`src/sv/utterance_text_normalizer_assert.svh`:
```
// Assertion macros for the utterance text normalizer.
// Used by the top level only; no other dependencies.
`ifndef UTTERANCE_TEXT_NORMALIZER_ASSERT_SVH
`define UTTERANCE_TEXT_NORMALIZER_ASSERT_SVH
`ifndef SYNTHESIS
// Property checked on every rising edge, off while reset is low
`define UTN_ASSERT(lbl, clk, rst_n, prop) \
    lbl: assert property (@(posedge clk) disable iff (!rst_n) prop) \
        else $error("utn: assertion failed");
// Property checked on every rising edge, reset included
`define UTN_ASSERT_ALWAYS(lbl, clk, prop) \
    lbl: assert property (@(posedge clk) prop) \
        else $error("utn: reset assertion failed");
`else
`define UTN_ASSERT(lbl, clk, rst_n, prop)
`define UTN_ASSERT_ALWAYS(lbl, clk, prop)
`endif
`endif

```
`src/sv/utn_pkg.sv`:
```
// Shared constants, types and byte decoding for the utterance text normalizer.
// No dependencies; imported by every module of the block.
package utn_pkg;

    // Word buffer geometry
    localparam int WORD_MAX = 63;
    localparam int CNT_W    = $clog2(WORD_MAX + 1);
    localparam int ADDR_W   = $clog2(WORD_MAX);

    // Byte codes
    localparam logic [7:0] CH_LPAREN = 8'h28;
    localparam logic [7:0] CH_RPAREN = 8'h29;
    localparam logic [7:0] CH_LBRACK = 8'h5B;
    localparam logic [7:0] CH_RBRACK = 8'h5D;
    localparam logic [7:0] CH_COLON  = 8'h3A;
    localparam logic [7:0] CH_SEMI   = 8'h3B;
    localparam logic [7:0] CH_QUEST  = 8'h3F;
    localparam logic [7:0] CH_EXCL   = 8'h21;
    localparam logic [7:0] CH_NL     = 8'h0A;
    localparam logic [7:0] CH_COMMA  = 8'h2C;
    localparam logic [7:0] CH_BSLASH = 8'h5C;
    localparam logic [7:0] CH_HASH   = 8'h23;
    localparam logic [7:0] CH_HYPHEN = 8'h2D;
    localparam logic [7:0] CH_SPACE  = 8'h20;
    localparam logic [7:0] CH_TAB    = 8'h09;
    localparam logic [7:0] CH_CR     = 8'h0D;
    localparam logic [7:0] CH_LC_A   = 8'h61;
    localparam logic [7:0] CH_LC_Z   = 8'h7A;
    localparam logic [7:0] CASE_OFS  = 8'h20;

    // Controller sequence
    typedef enum logic [1:0] {
        S_IDLE,
        S_PROC,
        S_FLUSH,
        S_END
    } t_state;

    // Byte class seen outside a comment
    typedef enum logic [2:0] {
        CLS_DROP,
        CLS_SPACE,
        CLS_HASH,
        CLS_HYPHEN,
        CLS_WHITE,
        CLS_STORE
    } t_cls;

    // Word memory access for one cycle
    typedef struct packed {
        logic              we;
        logic [ADDR_W-1:0] waddr;
        logic [7:0]        wdata;
        logic              re;
        logic [ADDR_W-1:0] raddr;
    } t_mem_req;

    // One result item
    typedef struct packed {
        logic [7:0] ch;
        logic       valid;
        logic       line_end;
        logic       ovf;
    } t_result;

    // Output queue status seen by the controller
    typedef struct packed {
        logic [1:0] count;
        logic       pop;
    } t_fifo_stat;

    function automatic logic is_white(input logic [7:0] c);
        return (c == CH_SPACE) || ((c >= CH_TAB) && (c <= CH_CR));
    endfunction

    function automatic t_cls classify(input logic [7:0] c);
        t_cls cls;
        unique case (c) inside
            CH_LPAREN, CH_RPAREN, CH_LBRACK, CH_RBRACK,
            CH_COLON, CH_SEMI, CH_QUEST, CH_EXCL, CH_NL: cls = CLS_DROP;
            CH_COMMA, CH_BSLASH:                          cls = CLS_SPACE;
            CH_HASH:                                      cls = CLS_HASH;
            CH_HYPHEN:                                    cls = CLS_HYPHEN;
            default:                                      cls = is_white(c) ? CLS_WHITE
                                                                            : CLS_STORE;
        endcase
        return cls;
    endfunction

endpackage

```
`src/sv/utn_word_ram.sv`:
```
// Word buffer memory: one write port, one read port, registered read data.
// Depends on utn_pkg for depth and the request struct.
module utn_word_ram
    import utn_pkg::*;
(
    input  logic       i_clk,
    input  t_mem_req   i_req,
    output logic [7:0] o_rdata
);

    logic [7:0] r_mem [WORD_MAX];
    logic [7:0] r_rdata;

    // Write port
    always_ff @(posedge i_clk) begin
        if (i_req.we) begin
            r_mem[i_req.waddr] <= i_req.wdata;
        end
    end

    // Read port, registered read data
    always_ff @(posedge i_clk) begin
        if (i_req.re) begin
            r_rdata <= r_mem[i_req.raddr];
        end
    end

    assign o_rdata = r_rdata;

endmodule

```
`src/sv/utn_out_fifo.sv`:
```
// Two-entry output queue that decouples result transfers from the flush reads.
// Depends on utn_pkg for the result and status structs.
module utn_out_fifo
    import utn_pkg::*;
(
    input  logic       i_clk,
    input  logic       i_rst_n,
    input  logic       i_push,
    input  t_result    i_push_data,
    output logic       o_valid,
    input  logic       i_ready,
    output t_result    o_data,
    output t_fifo_stat o_stat
);

    t_result    r_data [2];
    logic       r_wptr;
    logic       r_rptr;
    logic [1:0] r_count;
    logic       w_pop;

    assign o_valid = (r_count != 2'd0);
    assign w_pop   = o_valid && i_ready;
    assign o_data  = r_data[r_rptr];

    assign o_stat.count = r_count;
    assign o_stat.pop   = w_pop;

    // Storage; the controller never pushes into a full queue
    always_ff @(posedge i_clk) begin
        if (i_push) begin
            r_data[r_wptr] <= i_push_data;
        end
    end

    // Pointers and occupancy
    always_ff @(posedge i_clk) begin
        if (!i_rst_n) begin
            r_wptr  <= 1'b0;
            r_rptr  <= 1'b0;
            r_count <= 2'd0;
        end else begin
            if (i_push) begin
                r_wptr <= ~r_wptr;
            end
            if (w_pop) begin
                r_rptr <= ~r_rptr;
            end
            r_count <= r_count + {1'b0, i_push} - {1'b0, w_pop};
        end
    end

endmodule

```
`src/sv/utn_ctrl.sv`:
```
// Sequencer: decodes input bytes, keeps word count and flags, drives the word
// memory and streams flushed words into the output queue. Depends on utn_pkg.
module utn_ctrl
    import utn_pkg::*;
(
    input  logic       i_clk,
    input  logic       i_rst_n,
    input  logic       i_valid,
    input  logic [7:0] i_in_char,
    input  logic       i_line_end,
    output logic       o_ready,
    output t_mem_req   o_mem_req,
    input  logic [7:0] i_rdata,
    output logic       o_push,
    output t_result    o_push_data,
    input  t_fifo_stat i_fifo_stat
);

    t_state            r_state, n_state;
    logic [7:0]        r_ch, n_ch;
    logic              r_end, n_end;
    logic [CNT_W-1:0]  r_cnt, n_cnt;
    logic              r_cmt, n_cmt;
    logic              r_hyph, n_hyph;
    logic              r_ovf, n_ovf;
    logic [CNT_W-1:0]  r_idx, n_idx;
    logic              r_fl_end, n_fl_end;
    logic [7:0]        r_lead, n_lead;
    logic              r_pend, n_pend;
    logic              r_pend_last, n_pend_last;
    logic              r_pend_ovf, n_pend_ovf;

    logic              w_room;
    logic              w_marker;
    logic              w_full;
    t_cls              w_cls;

    // Queue has a slot for a read issued now (counts the read already in flight)
    assign w_room = ({1'b0, i_fifo_stat.count} + {2'b0, r_pend})
                    <= (3'd1 + {2'b0, i_fifo_stat.pop});
    assign w_full = (r_cnt >= CNT_W'(WORD_MAX));
    assign w_cls  = classify(r_ch);

    // Control registers
    always_ff @(posedge i_clk) begin
        if (!i_rst_n) begin
            r_state <= S_IDLE;
            r_cnt   <= '0;
            r_cmt   <= 1'b0;
            r_hyph  <= 1'b0;
            r_ovf   <= 1'b0;
            r_pend  <= 1'b0;
        end else begin
            r_state <= n_state;
            r_cnt   <= n_cnt;
            r_cmt   <= n_cmt;
            r_hyph  <= n_hyph;
            r_ovf   <= n_ovf;
            r_pend  <= n_pend;
        end
    end

    // Payload registers
    always_ff @(posedge i_clk) begin
        r_ch        <= n_ch;
        r_end       <= n_end;
        r_idx       <= n_idx;
        r_fl_end    <= n_fl_end;
        r_lead      <= n_lead;
        r_pend_last <= n_pend_last;
        r_pend_ovf  <= n_pend_ovf;
    end

    // Next state and memory requests
    always_comb begin
        n_state     = r_state;
        n_ch        = r_ch;
        n_end       = r_end;
        n_cnt       = r_cnt;
        n_cmt       = r_cmt;
        n_hyph      = r_hyph;
        n_ovf       = r_ovf;
        n_idx       = r_idx;
        n_fl_end    = r_fl_end;
        n_lead      = r_lead;
        n_pend      = 1'b0;
        n_pend_last = r_pend_last;
        n_pend_ovf  = r_pend_ovf;
        o_ready     = 1'b0;
        o_mem_req   = '0;
        w_marker    = 1'b0;

        unique case (r_state)
            // Take a byte and settle a hyphen left by the previous byte
            S_IDLE: begin
                o_ready = 1'b1;
                if (i_valid) begin
                    n_ch    = i_in_char;
                    n_end   = i_line_end;
                    n_state = S_PROC;
                    if (r_hyph) begin
                        n_hyph = 1'b0;
                        if (is_white(i_in_char)) begin
                            // hyphen then whitespace: partial word becomes one space
                            o_mem_req.we    = 1'b1;
                            o_mem_req.waddr = '0;
                            o_mem_req.wdata = CH_SPACE;
                            n_cnt           = CNT_W'(1);
                            n_ovf           = 1'b0;
                        end else if (!w_full) begin
                            o_mem_req.we    = 1'b1;
                            o_mem_req.waddr = r_cnt[ADDR_W-1:0];
                            o_mem_req.wdata = CH_HYPHEN;
                            n_cnt           = r_cnt + CNT_W'(1);
                        end else begin
                            n_ovf = 1'b1;
                        end
                    end
                end
            end

            // Act on the byte
            S_PROC: begin
                n_state = r_end ? S_END : S_IDLE;
                if (r_cmt) begin
                    if (r_ch == CH_HASH) begin
                        n_cmt = 1'b0;
                    end
                end else begin
                    case (w_cls)
                        CLS_DROP: begin
                        end
                        CLS_SPACE, CLS_WHITE: begin
                            n_lead   = (w_cls == CLS_SPACE) ? CH_SPACE : r_ch;
                            n_idx    = '0;
                            n_fl_end = 1'b0;
                            n_state  = S_FLUSH;
                        end
                        CLS_HASH: begin
                            n_cmt = 1'b1;
                        end
                        CLS_HYPHEN: begin
                            // last byte of the line: hyphen is kept as is
                            if (!r_end) begin
                                n_hyph = 1'b1;
                            end else if (!w_full) begin
                                o_mem_req.we    = 1'b1;
                                o_mem_req.waddr = r_cnt[ADDR_W-1:0];
                                o_mem_req.wdata = CH_HYPHEN;
                                n_cnt           = r_cnt + CNT_W'(1);
                            end else begin
                                n_ovf = 1'b1;
                            end
                        end
                        default: begin
                            if (!w_full) begin
                                o_mem_req.we    = 1'b1;
                                o_mem_req.waddr = r_cnt[ADDR_W-1:0];
                                o_mem_req.wdata = ((r_ch >= CH_LC_A) && (r_ch <= CH_LC_Z))
                                                  ? (r_ch - CASE_OFS) : r_ch;
                                n_cnt           = r_cnt + CNT_W'(1);
                            end else begin
                                n_ovf = 1'b1;
                            end
                        end
                    endcase
                end
            end

            // Read out entries 0..count-1, one per cycle while the queue has room
            S_FLUSH: begin
                if (r_idx == r_cnt) begin
                    n_ovf = 1'b0;
                    if (r_fl_end) begin
                        n_cnt   = '0;
                        n_state = S_IDLE;
                    end else begin
                        // whitespace becomes the new lead byte
                        o_mem_req.we    = 1'b1;
                        o_mem_req.waddr = '0;
                        o_mem_req.wdata = r_lead;
                        n_cnt           = CNT_W'(1);
                        n_state         = r_end ? S_END : S_IDLE;
                    end
                end else if (w_room) begin
                    o_mem_req.re    = 1'b1;
                    o_mem_req.raddr = r_idx[ADDR_W-1:0];
                    n_pend          = 1'b1;
                    n_pend_last     = r_fl_end && (r_idx == (r_cnt - CNT_W'(1)));
                    n_pend_ovf      = r_ovf;
                    n_idx           = r_idx + CNT_W'(1);
                end
            end

            // End of line: close any comment, flush or send an empty end marker.
            // An empty buffer here means nothing was sent for this line.
            S_END: begin
                n_cmt = 1'b0;
                if (r_cnt == '0) begin
                    if (w_room) begin
                        w_marker = 1'b1;
                        n_state  = S_IDLE;
                    end
                end else begin
                    n_idx    = '0;
                    n_fl_end = 1'b1;
                    n_state  = S_FLUSH;
                end
            end

            default: begin
                n_state = S_IDLE;
            end
        endcase
    end

    // Queue push: flushed byte returning from memory, or the end marker
    always_comb begin
        o_push = r_pend || w_marker;
        if (r_pend) begin
            o_push_data.ch       = i_rdata;
            o_push_data.valid    = 1'b1;
            o_push_data.line_end = r_pend_last;
            o_push_data.ovf      = r_pend_ovf;
        end else begin
            o_push_data.ch       = 8'h00;
            o_push_data.valid    = 1'b0;
            o_push_data.line_end = 1'b1;
            o_push_data.ovf      = 1'b0;
        end
    end

endmodule

```
`src/sv/utterance_text_normalizer.sv`:
```
// Utterance text normalizer, top level.
// Input channel: one text byte per transfer (i_in_char, i_line_end on the last
// byte of a line), i_valid / o_ready. Output channel: cleaned bytes
// (o_out_char, o_char_valid, o_out_line_end, o_word_overflow), o_valid /
// i_ready. Bytes of the current word sit in a 63-entry word memory and are
// sent when whitespace or the line end flushes the buffer; a line that yields
// nothing gives one end marker with o_char_valid low.
// A new byte is taken only in S_IDLE and acted on in S_PROC, and a line end
// adds a pass through S_END. A flush reads the word memory one entry per cycle
// while the receiver keeps up; the single read port sets that rate. Flushed
// bytes go from S_FLUSH through the registered read port into the output
// queue, and an end marker is pushed from S_END.
// A two-entry output queue holds results; when the receiver stalls, flush
// reads pause and the next input is taken only after the current byte is done.
// Reset (synchronous, active low) clears the sequencer, the word count, the
// comment, hyphen and overflow flags, and empties the output queue; the word
// memory needs no clearing since only entries below the count are read.
module utterance_text_normalizer
    import utn_pkg::*;
(
    input  logic       i_clk,
    input  logic       i_rst_n,
    input  logic       i_valid,
    output logic       o_ready,
    input  logic [7:0] i_in_char,
    input  logic       i_line_end,
    output logic       o_valid,
    input  logic       i_ready,
    output logic [7:0] o_out_char,
    output logic       o_char_valid,
    output logic       o_out_line_end,
    output logic       o_word_overflow
);

`include "utterance_text_normalizer_assert.svh"

    t_mem_req   w_mem_req;
    logic [7:0] w_rdata;
    logic       w_push;
    t_result    w_push_data;
    t_result    w_head;
    t_fifo_stat w_fifo_stat;
    logic       w_marker;

    // Word memory
    utn_word_ram u_ram (
        .i_clk   (i_clk),
        .i_req   (w_mem_req),
        .o_rdata (w_rdata)
    );

    // Sequencer
    utn_ctrl u_ctrl (
        .i_clk       (i_clk),
        .i_rst_n     (i_rst_n),
        .i_valid     (i_valid),
        .i_in_char   (i_in_char),
        .i_line_end  (i_line_end),
        .o_ready     (o_ready),
        .o_mem_req   (w_mem_req),
        .i_rdata     (w_rdata),
        .o_push      (w_push),
        .o_push_data (w_push_data),
        .i_fifo_stat (w_fifo_stat)
    );

    // Output queue
    utn_out_fifo u_fifo (
        .i_clk       (i_clk),
        .i_rst_n     (i_rst_n),
        .i_push      (w_push),
        .i_push_data (w_push_data),
        .o_valid     (o_valid),
        .i_ready     (i_ready),
        .o_data      (w_head),
        .o_stat      (w_fifo_stat)
    );

    assign o_out_char      = w_head.ch;
    assign o_char_valid    = w_head.valid;
    assign o_out_line_end  = w_head.line_end;
    assign o_word_overflow = w_head.ovf;

    // Empty end marker offered at the output
    assign w_marker = o_valid && !o_char_valid;

    // An empty marker always closes its line and carries no byte or flag
    `UTN_ASSERT(a_marker_ends_line, i_clk, i_rst_n, w_marker |-> o_out_line_end)
    `UTN_ASSERT(a_marker_clean, i_clk, i_rst_n, w_marker |-> {o_out_char, o_word_overflow} == '0)
    // A taken byte drops o_ready while the sequencer acts on it
    `UTN_ASSERT(a_two_cycle_min, i_clk, i_rst_n, i_valid && o_ready |=> !o_ready)
    // Reset empties the output queue
    `UTN_ASSERT_ALWAYS(a_reset_empty, i_clk, !i_rst_n |=> !o_valid)

endmodule

```
`config.mk`:
```
export PLATFORM = sky130hd
export DESIGN_NAME = utterance_text_normalizer
export DESIGN_NICKNAME = d
export VERILOG_FILES = /design/src/sv/utn_pkg.sv /design/src/sv/utn_word_ram.sv /design/src/sv/utn_out_fifo.sv /design/src/sv/utn_ctrl.sv /design/src/sv/utterance_text_normalizer.sv
export VERILOG_INCLUDE_DIRS = /design/src /design/src/sv
export SDC_FILE = /design/constraint.sdc
export NUM_CORES = 1
export LEC_CHECK = 0
export BUFFER_PORTS_ARGS = -buffer_cell sky130_fd_sc_hd__buf_2
export CAP_MARGIN = 20
export CORE_MARGIN = 4
export CORE_UTILIZATION = 55
export CTS_BUF_LIST = sky130_fd_sc_hd__clkbuf_4 sky130_fd_sc_hd__clkbuf_8
export DETAILED_ROUTE_END_ITERATION = 10
export PLACE_DENSITY = 0.71
export SETUP_SLACK_MARGIN = 0.02
export SYNTH_ARGS = -nofsm -noshare
export SYNTH_HDL_FRONTEND = slang
export SYNTH_HIERARCHICAL = 1
export SYNTH_SLANG_ARGS = --single-unit
```
`constraint.sdc`:
```
create_clock -name i_clk -period 6.1 [get_ports i_clk]
set_input_delay 0.61 -clock i_clk [delete_from_list [all_inputs] [get_ports i_clk]]
set_output_delay 0.61 -clock i_clk [all_outputs]
set_load 0.05 [all_outputs]
```
==> results.json, run 1 <==
{
  "status": "finished, final reports clean",
  "setup_violations": 0,
  "nNetsFinal": 1431,
  "antenna_found_initial": 1,
  "initial_core_util_pct": 55.67,
  "placementRows": 76,
  "crit_path_max_fanout": 14,
  "hold_buffers": 0,
  "drv_cap": 0,
  "first_pass_iters": 6,
  "rsz0062_at_grt": "false",
  "clockBufferDepth": 3,
  "setup_tns_ns": 0,
  "cts_inserted_buffers": 90,
  "core_um2": 43080,
  "slowest_delay_ns": 1.02,
  "reg2reg_depth": 9,
  "root_buffer": "clkbuf_8",
  "hold_viol": 0,
  "relSlewSlack_pct": 21.87,
  "die_w_um": 216.8,
  "critPathKind": "flop to flop",
  "leakage_nw": 8.368,
  "grt_max_degree": 64,
  "layout_min_cycle_time_ns": 4.812,
  "grtUsageTotal_pct": 22.37,
  "worst_slew_pin_slew_ns": 1.170,
  "ys_types": 93,
  "initialDrtViolationCount": 1412,
  "hold_depth": 1,
  "ys_async_sr_fraction_pct": 0,
  "place_hpwl_um": 31880,
  "placed_area_um2": 24690,
  "synth_nets": 1365,
  "crit_chain": "or3_1, nand4_1, nand4_1, nor3_2, o21ai_0, a211oi_2, nor4bb_1, nand2_1, nor2_1",
  "drcViolationCount": 0,
  "maxSlewViolCount": 0,
  "cp-start-kind": "flop",
  "power_density_nw_per_um2": 325.8,
  "cp.required_ns": 6.34,
  "synth_seq_cells": 577,
  "vias": 12760,
  "cts.clk_slew.worst_paths_ns": 0.06,
  "grt_pass1_vias": 12782,
  "finalWorstSetupSlack_ns": 1.288,
  "final_common_cell": "edfxtp_1",
  "cp-end-kind": "flop",
  "critPathBufInv": 0,
  "cts_tree": "built",
  "drive_above_1_share_pct": 23.51,
  "critical_path_arrival_ns": 5.05,
  "fillers": 3022,
  "post-place-ws_ns": 1.304,
  "period_share_pct": 78.88,
  "cts_resized": 0,
  "io_pins": 26,
  "synth_warnings": 6,
  "power_mw": 8.593,
  "die_y_um": 216.8,
  "insertion_delay_ns": 0.63,
  "worst-path-stages": 9,
  "cts_setup_buffers": 0,
  "syn_area_um2": 23980,
  "finClkSkew_ns": 0.02936,
  "wl_per_cell_um": 25.48,
  "grt_pass1_wl_um": 79050,
  "cp_top_family": "simple AND/OR/NAND/NOR gates",
  "overflow": 0,
  "clock.fmax_mhz": 207.8,
  "gp_congestion": 0.8483,
  "crit_top_cell": "nand4_1",
  "mostFrequentLayoutCells": "560 x edfxtp_1, 100 x mux4_2, 94 x clkbuf_8, 88 x nor2_1, 44 x nand2_1",
  "ant_nets": 0,
  "io_buffers": 25,
  "h-tree-depth": 3,
  "worst_hold_path_type": "input port to flop",
  "clkSinkCount": 577,
  "syn2layout_area_growth_pct": 9.991,
  "synth_ff_type": "edfxtp_1",
  "die_area_um2": 47010,
  "synth_cells": 1335,
  "max-vdd-ir-drop_mv": 0.1662,
  "viasPerCell": 6.240,
  "ys_seq_area_share_pct": 71.54,
  "syn_area_per_cell_um2": 17.96,
  "fin_area_um2": 26380,
  "synth_edf_count": 560,
  "routed_wl_um": 52100,
  "critical_path.slowest_cell": "a211oi_2"
}
==> per-stage QoR <==
step	hold WS, ns	utilization [%]	instances
CTS	0.1166	61.23	2044
finish	0.1635	61.23	2045
floorplan	0.4088	-	1335
detailed placement	0.4625	57.32	1894
global route	0.1408	61.23	2044
global placement	0.4652	57.30	1893
==> flip-flops by register name, summed over array words and instances (netlist names), named ones only <==
signal	flops
u_ram/r_mem	504
u_ctrl/r_pend_last	1
u_ctrl/r_ovf	1
u_ctrl/r_pend_ovf	1
u_ctrl/r_hyph	1
u_fifo/r_data	22
u_ctrl/r_lead	8
u_fifo/r_wptr	1
u_fifo/r_rptr	1
u_ctrl/r_pend	1
u_ctrl/r_cmt	1
u_ctrl/r_state	2
u_ram/o_rdata	8
u_ctrl/r_fl_end	1
u_ctrl/r_end	1
u_fifo/r_count	2
u_ctrl/r_cnt	6
u_ctrl/r_idx	6
u_ctrl/r_ch	8
==> synth_stat cells, drive strengths merged, types with 6 or more instances <==
library cell / n / area [µm²]
nand4: 9 / 71.32
mux2: 11 / 123.9
a22oi: 29 / 217.7
dfxtp: 17 / 340.3
nand2b: 12 / 75.07
a21oi: 28 / 143.9
nand2: 46 / 182.7
nor3: 24 / 135.1
nand3: 22 / 115.1
o22ai: 14 / 87.58
nor2: 90 / 337.8
edfxtp: 560 / 16820
a211oi: 15 / 112.6
clkbuf: 30 / 113.9
o21ai: 17 / 85.08
a31oi: 7 / 43.79
mux4: 113 / 2594
nand3b: 9 / 67.56
mux2i: 29 / 290.3
buf: 49 / 354.1
o221ai: 6 / 52.55
ha: 16 / 200.2
a211o: 8 / 70.07
nor2b: 24 / 152.6
and2: 26 / 163.9
xnor2: 7 / 61.31
and3: 6 / 38.79
inv: 23 / 86.33
xor2: 8 / 70.07
==> kinds of logic (layout without fill, tap and decap cells) <==
logic type | after synthesis | after routing | share of synthesized area [%]
other cells | 0 | 1 | 0
flops | 577 | 577 | 71.54
xor+xnor | 16 | 16 | 0.6417
buf+inv | 102 | 226 | 2.311
compound gates | 172 | 172 | 5.343
simple gates | 298 | 298 | 6.704
mux | 153 | 153 | 12.54
fa+ha+maj | 17 | 17 | 0.9182
==> power by group <==
part	leakage [nW]	total (mW)	switching (mW)	internal (mW)
Combinational	2.18	0.879	0.606	0.273
Clock	0.893	3.08	1.41	1.68
Sequential	5.30	4.63	0.0681	4.56
==> worst reg2reg max path, cell delays in order (launching register included) <==
cell	delay (ns)
edfxtp_1	0.60
or3_1	0.44
nand4_1	0.19
nand4_1	0.14
nor3_2	0.41
o21ai_0	0.25
a211oi_2	1.02
nor4bb_1	0.43
nand2_1	0.20
nor2_1	0.73
==> layer usage <==
layer	wire length [µm]	share of wire, %	global-route usage [%]
met1	21730	42	32.20
met2	24450	47	34.02
met3	4255	8.2	5.082
met4	1654	3.2	8.607
met5	19	0.036	0
==> path summary, 6_finish.rpt <==
path | slack, ns | startpoint | end
worst min register to register | 0.48 | u_ctrl/r_ovf | u_ctrl/r_pend_ovf
worst min-delay path | 0.16 | i_line_end | u_ctrl/r_end
worst max register to register | 1.29 | u_ctrl/r_ch[2] | u_ram/r_mem[38][3]
worst max-delay path | 1.29 | u_ctrl/r_ch[2] | u_ram/r_mem[38][3]
==> final cells by class <==
type	count	area (µm²)	area share, %
clock inverter	26	165.2	0.6261
inverter	23	86.33	0.3273
multi-input combinational	656	6344	24.05
antenna	1	2.502	0.009487
timing repair buffer	53	372.9	1.414
tap	585	732.0	2.775
clock buffer	124	1519	5.758
sequential	577	17160	65.04
Note: power is estimated with default switching activity, not from simulation.
==> run 2, diff against run 1 <==
--- a/config.mk
+++ b/config.mk
@@ -6,6 +6,7 @@
 export SDC_FILE = /design/constraint.sdc
 export NUM_CORES = 1
 export LEC_CHECK = 0
+export ABC_AREA = 1
 export BUFFER_PORTS_ARGS = -buffer_cell sky130_fd_sc_hd__buf_2
 export CAP_MARGIN = 20
 export CORE_MARGIN = 4
==> constraint.sdc (replaced) <==
create_clock -name i_clk -period 4.7 [get_ports i_clk]
set_input_delay 0.47 -clock i_clk [delete_from_list [all_inputs] [get_ports i_clk]]
set_output_delay 0.47 -clock i_clk [all_outputs]
set_load 0.05 [all_outputs]
==> run 2 against run 1 <==
Against the previous run: power increased by 31%; clock power grew 37%; worst setup slack worse by 0.80 ns; synthesized area increased by 4.3%; combinational power up 29%; critical path type unchanged.
==> results.json, run 2 <==
{
  "ys_top_cells_by_count": "751 x nand2_1, 560 x edfxtp_1, 445 x nand3_1, 146 x nor2_1, 74 x inv_1",
  "reg_top3": "u_ram/r_mem x504, u_fifo/r_data x22",
  "wl_per_cell_um": 20.73,
  "power_density_nw_per_um2": 402.1,
  "clkSinkCount": 577,
  "core_um2": 44610,
  "syn_area_um2": 25020,
  "reg2reg_depth": 14,
  "critical_path_arrival_ns": 4.73,
  "mostFrequentLayoutCells": "751 x nand2_1, 560 x edfxtp_1, 445 x nand3_1, 138 x nor2_1, 98 x clkbuf_8",
  "crit_chain": "ha_1, inv_1, fa_1, nor2_1, nand2_1, nand2_1, inv_1, nor2_1, inv_2, nor2_1, inv_1, nand3_1, nand3_1, nand2_1",
  "cp-start-kind": "flop",
  "drive_above_1_share_pct": 12.94,
  "cts_tree": "built",
  "drv_cap": 0,
  "relSlewSlack_pct": 25.32,
  "status": "finished, final reports clean",
  "worst_hold_path_type": "input port to flop",
  "synth_nets": 2312,
  "die_area_um2": 48970,
  "antenna_found_initial": 2,
  "drcViolationCount": 0,
  "io_buffers": 25,
  "largest_reg_flops": 504,
  "grtUsageTotal_pct": 25.26,
  "synth_warnings": 6,
  "critPathBufInv": 4,
  "vias": 17612,
  "worst_slew_pin_slew_ns": 1.116,
  "rsz0062_at_grt": "false",
  "syn2layout_area_growth_pct": 11.85,
  "clock.fmax_mhz": 237.7,
  "period_share_pct": 89.53,
  "worst-path-stages": 14,
  "ys_types": 45,
  "die_w_um": 221.3,
  "initialDrtViolationCount": 2287,
  "leakage_nw": 10.60,
  "layout_min_cycle_time_ns": 4.208,
  "yosys-top-cells-area": "edfxtp_1 67%, nand2_1 11%, nand3_1 8.9%",
  "crit_path_max_fanout": 16,
  "fillers": 3511,
  "cts_resized": 0,
  "hold_depth": 3,
  "synth_most_common_cell": "nand2_1",
  "initial_core_util_pct": 56.10,
  "overflow": 0,
  "synth_seq_cells": 577,
  "routed_wl_um": 62950,
  "setup_tns_ns": 0,
  "synth_ff_type": "edfxtp_1",
  "grt_pass1_vias": 17039,
  "h-tree-depth": 3,
  "hold_viol": 0,
  "clockBufferDepth": 3,
  "ys_seq_area_share_pct": 68.56,
  "max-vdd-ir-drop_mv": 0.3329,
  "setup_violations": 0,
  "ff_latch_area_um2": 17160,
  "fin_area_um2": 27990,
  "finClkSkew_ns": 0.02904,
  "top_register": "u_ram/r_mem",
  "cp_top_family": "simple AND/OR/NAND/NOR gates",
  "cts.clk_slew.worst_paths_ns": 0.06,
  "syn_area_per_cell_um2": 10.97,
  "critical_path.slowest_cell": "nor2_1",
  "cp-end-kind": "flop",
  "yosysTopAreaCell": "edfxtp_1",
  "multiInputGateArea_um2": 6930,
  "synth_edf_count": 560,
  "ant_nets": 0,
  "nNetsFinal": 2404,
  "die_y_um": 221.3,
  "critPathKind": "flop to flop",
  "viasPerCell": 5.801,
  "place_hpwl_um": 37850,
  "cp.required_ns": 5.22,
  "first_pass_iters": 7,
  "slowest_delay_ns": 0.85,
  "insertion_delay_ns": 0.67,
  "synth.top_cell.area_share_pct": 67.20,
  "cts_inserted_buffers": 91,
  "final_common_cell": "nand2_1",
  "gp_congestion": 0.8912,
  "maxSlewViolCount": 0,
  "ys_async_sr_fraction_pct": 0,
  "synth_cells": 2282,
  "placementRows": 77,
  "placed_area_um2": 26090,
  "io_pins": 26,
  "grt_pass1_wl_um": 97110,
  "grt_max_degree": 151,
  "root_buffer": "clkbuf_8"
}
-- run 2: cell types whose count changed in the layout (fill, tap and decap cells not counted), moves of 23 or more --
cell     before  now
nor2b_1      23    0
nor2_1       88  138
mux4_2      100    0
buf_4        25   74
a22oi_1      29    0
inv_1        23   74
mux2i_1      29    0
nand3_1      21  445
nand2_1      44  751
-- run 2: path summary, 6_finish.rpt --
| kind | slack, ns | startpoint | end |
|---|---|---|---|
| hold / removal | 0.12 | i_rst_n | u_ctrl/r_state[0] |
| hold reg to reg | 0.49 | u_ctrl/r_hyph | u_ctrl/r_hyph |
| setup reg to reg | 0.49 | u_ctrl/r_pend | u_ram/o_rdata[3] |
| setup / recovery | 0.49 | u_ctrl/r_pend | u_ram/o_rdata[3] |
-- run 2: worst min-delay path: stages --
cell and delay, ns:
buf_2 0.16, nand2_1 0.08, a21oi_1 0.03
-- run 2: through the flow --
stage	util [%]	total power [mW]	cells	setup WS [ns]	hold slack [ns]
after detailed placement	58.50	7.115	2864	0.5836	0.4795
after CTS	62.73	11.33	3034	0.5604	0.07193
after floorplan	-	6.744	2282	1.015	0.4227
after global placement	58.50	7.089	2864	0.6193	0.4639
final	62.74	11.25	3036	0.4921	0.1230
after global routing	62.74	11.68	3036	0.1654	0.08058
-- run 2: area by class of cell --
type	instances	area share, %
Sequential cell	577	61.30
Multi-Input combinational cell	1494	24.76
Clock buffer	117	5.329
Timing Repair Buffer	120	3.612
Tap cell	592	2.647
Inverter	90	1.234
Clock inverter	44	1.100
Antenna cell	2	0.01788
-- run 2: power breakdown --
| part | switching [mW] | total (mW) | leakage (nW) | internal, mW |
|---|---|---|---|---|
| Clock | 1.93 | 4.23 | 0.954 | 2.30 |
| Combinational | 0.818 | 1.13 | 4.36 | 0.308 |
| Sequential | 0.0674 | 5.90 | 5.29 | 5.83 |
-- run 2: kinds of logic after synthesis --
logic type	Yosys count	share of synthesized area (%)
fa+ha+maj	17	0.8800
xor+xnor	9	0.3150
buf+inv	211	4.140
mux	11	0.6450
compound gates	49	1.180
flops	577	68.56
simple gates	1408	24.28
-- run 2: metal layers --
| metal | vias to the layer above | routed length, µm | track usage [%] |
|---|---|---|---|
| met5 | - | 0 | 0 |
| met1 | 8490 | 24980 | 34.67 |
| met3 | 150 | 5229 | 4.188 |
| met4 | 0 | 2389 | 10.19 |
| met2 | 875 | 30340 | 40.77 |
| li1 | 8097 | - | - |
-- run 2: timing repair --
| item | 4_1_cts | 5_1_grt |
|---|---|---|
| buffers inserted | 0 | 0 |
| hold buffers | 9 | 0 |
| endpoints found under the hold margin | 9 | 0 |
==> run 3, diff against run 2 <==
--- a/config.mk
+++ b/config.mk
@@ -7,13 +7,16 @@
 export NUM_CORES = 1
 export LEC_CHECK = 0
 export ABC_AREA = 1
+export ABC_CLOCK_PERIOD_IN_PS = 4700
 export BUFFER_PORTS_ARGS = -buffer_cell sky130_fd_sc_hd__buf_2
 export CAP_MARGIN = 20
+export CELL_PAD_IN_SITES_DETAIL_PLACEMENT = 1
+export CELL_PAD_IN_SITES_GLOBAL_PLACEMENT = 1
 export CORE_MARGIN = 4
-export CORE_UTILIZATION = 55
+export CORE_UTILIZATION = 53
 export CTS_BUF_LIST = sky130_fd_sc_hd__clkbuf_4 sky130_fd_sc_hd__clkbuf_8
 export DETAILED_ROUTE_END_ITERATION = 10
-export PLACE_DENSITY = 0.71
+export PLACE_DENSITY_LB_ADDON = 0.1
 export SETUP_SLACK_MARGIN = 0.02
 export SYNTH_ARGS = -nofsm -noshare
 export SYNTH_HDL_FRONTEND = slang
==> run 3 against run 2 <==
Against the previous run: hold slack improved by 0.0020 ns; register-to-register slack got worse by 0.17 ns; sequential share of layout area increased by 0.42 points; largest cell class unchanged; highest routed layer unchanged; critical endpoint is now u_ram/r_mem[53][2]; critical path depth decreased by 2; utilization decreased by 3.2 points; sequential power about the same.
==> results.json, run 3 (synthesis results as in run 2) <==
{
  "status": "finished, final reports clean",
  "grt_pass1_vias": 18704,
  "ff_latch_area_um2": 17160,
  "place_hpwl_um": 43220,
  "rsz0062_at_grt": "false",
  "power_mw": 11.31,
  "power_density_nw_per_um2": 406.8,
  "clkSinkCount": 577,
  "grt_pass1_wl_um": 109400,
  "core_um2": 46650,
  "reg_top3": "u_ram/r_mem x504, u_fifo/r_data x22",
  "io_buffers": 25,
  "setup_violations": 0,
  "die_w_um": 225.3,
  "clock.fmax_mhz": 228.5,
  "vias": 17748,
  "drive_above_1_share_pct": 12.58,
  "io_pins": 26,
  "root_buffer": "clkbuf_8",
  "grtUsageTotal_pct": 28.26,
  "met2_usage_pct": 46.11,
  "cts.clk_slew.worst_paths_ns": 0.06,
  "reg2reg_slack_ns": 0.32,
  "multiInputGateArea_um2": 6933,
  "placementRows": 79,
  "worst_slew_pin_slew_ns": 1.003,
  "cts_setup_buffers": 0,
  "critical_path_arrival_ns": 4.68,
  "leakage_nw": 10.47,
  "gp_congestion": 0.8235,
  "mostFrequentLayoutCells": "751 x nand2_1, 560 x edfxtp_1, 445 x nand3_1, 137 x nor2_1, 101 x clkbuf_8",
  "initial_core_util_pct": 53.63,
  "drcViolationCount": 0,
  "drv_cap": 0,
  "use_met3_pct": 5.510,
  "routed_wl_um": 71080,
  "overflow": 0,
  "final_util_pct": 59.58,
  "syn2layout_area_growth_pct": 11.09,
  "h-tree-depth": 3,
  "final_common_cell": "nand2_1",
  "setup_tns_ns": 0,
  "crit_path_max_fanout": 8,
  "finClkSkew_ns": 0.03531,
  "grt-busiest-layer": "met2",
  "cp-end-kind": "flop",
  "viasPerCell": 5.850,
  "whs_ns": 0.1250,
  "top_register": "u_ram/r_mem",
  "critPathKind": "flop to flop",
  "cts_tree": "built",
  "antenna_found_initial": 3,
  "hold_viol": 0,
  "layout_min_cycle_time_ns": 4.376,
  "die_area_um2": 50750,
  "period_share_pct": 93.11,
  "first_pass_iters": 5,
  "relSlewSlack_pct": 32.86,
  "max-vdd-ir-drop_mv": 0.2753,
  "die_y_um": 225.3,
  "largest_reg_flops": 504,
  "cts_inserted_buffers": 93,
  "clockBufferDepth": 3,
  "insertion_delay_ns": 0.68,
  "cp-start-kind": "flop",
  "nNetsFinal": 2377,
  "crit_chain": "ha_1, nand3_1, nor2_1, a21oi_2, nand3_4, o21ai_2, nand3_1, a21oi_1, inv_1, nor3_1, nand2_1, nor2_1",
  "maxSlewViolCount": 0,
  "critical_path.slowest_cell": "nor2_1",
  "fillers": 4949,
  "ant_nets": 0,
  "slowest_delay_ns": 0.75,
  "initialDrtViolationCount": 1446,
  "worst_hold_path_type": "input port to flop",
  "grt_max_degree": 136,
  "cp.required_ns": 5.01,
  "grt_util_met1_pct": 38.43,
  "wl_per_cell_um": 23.43
}
==> run 3: cell types whose count changed in the layout (fill, tap and decap cells not counted), moves of 2 or more <==
| cell | previous run | this run |
|---|---|---|
| clkbuf_4 | 19 | 35 |
| bufinv_16 | 4 | 0 |
| clkbuf_8 | 98 | 101 |
| clkinv_2 | 15 | 17 |
| buf_4 | 74 | 47 |
| clkinv_1 | 22 | 17 |
| buf_12 | 12 | 10 |
==> run 3: stage by stage <==
| step | instance area (µm²) | cells | worst slack, ns |
|---|---|---|---|
| 2_1_floorplan | 25020 | 2282 | 1.015 |
| 3_3_place_gp | 25870 | 2850 | 0.5526 |
| 3_5_place_dp | 25870 | 2850 | 0.3959 |
| 4_1_cts | 27790 | 3032 | 0.3576 |
| 5_1_grt | 27800 | 3033 | 0.03322 |
| 6_report | 27800 | 3034 | 0.3239 |
==> run 3: what timing repair did <==
item / CTS / global route
hold endpoints to repair: 9 / 0
resized for setup: 0 / 1
setup endpoints to repair: 0 / 7
hold buffers: 9 / 0
==> run 3: layout make-up <==
class | instances | share of cell area [%]
clock buffers | 136 | 5.946
inverters | 90 | 1.242
multi-input cells | 1494 | 24.94
repair buffers | 91 | 2.764
well taps | 607 | 2.732
clock inverters | 37 | 0.6391
diodes | 2 | 0.01800
flip-flops and latches | 577 | 61.72
==> run 3: final timing paths <==
kind | depth (start not counted) | end | startpoint
setup / recovery | 12 | u_ram/r_mem[53][2] | u_ctrl/r_ch[5]
hold reg to reg | 2 | u_ctrl/r_hyph | u_ctrl/r_hyph
setup reg to reg | 12 | u_ram/r_mem[53][2] | u_ctrl/r_ch[5]
hold / removal | 3 | u_fifo/r_count[0] | i_rst_n
==> run 3: layer usage <==
layer,up-vias,part of all wire [%]
met5,-,0
met4,0,3.0
met3,142,6.7
met2,598,49
met1,8968,42
li1,8040,-
==> run 3: power breakdown <==
| part | total, mW | switching [mW] | internal (mW) |
|---|---|---|---|
| Combinational | 1.16 | 0.859 | 0.298 |
| Clock | 4.25 | 1.98 | 2.26 |
| Sequential | 5.90 | 0.0694 | 5.83 |
| Total | 11.3 | 2.91 | 8.40 |
==> run 3: worst max-delay path, delay by kind of cell (launching register included) <==
| family | cells | cell delay [ns] |
|---|---|---|
| flops | 1 | 0.48 |
| compound gates | 3 | 0.93 |
| simple gates | 7 | 2.02 |
| buf+inv | 1 | 0.31 |
| fa+ha+maj | 1 | 0.26 |
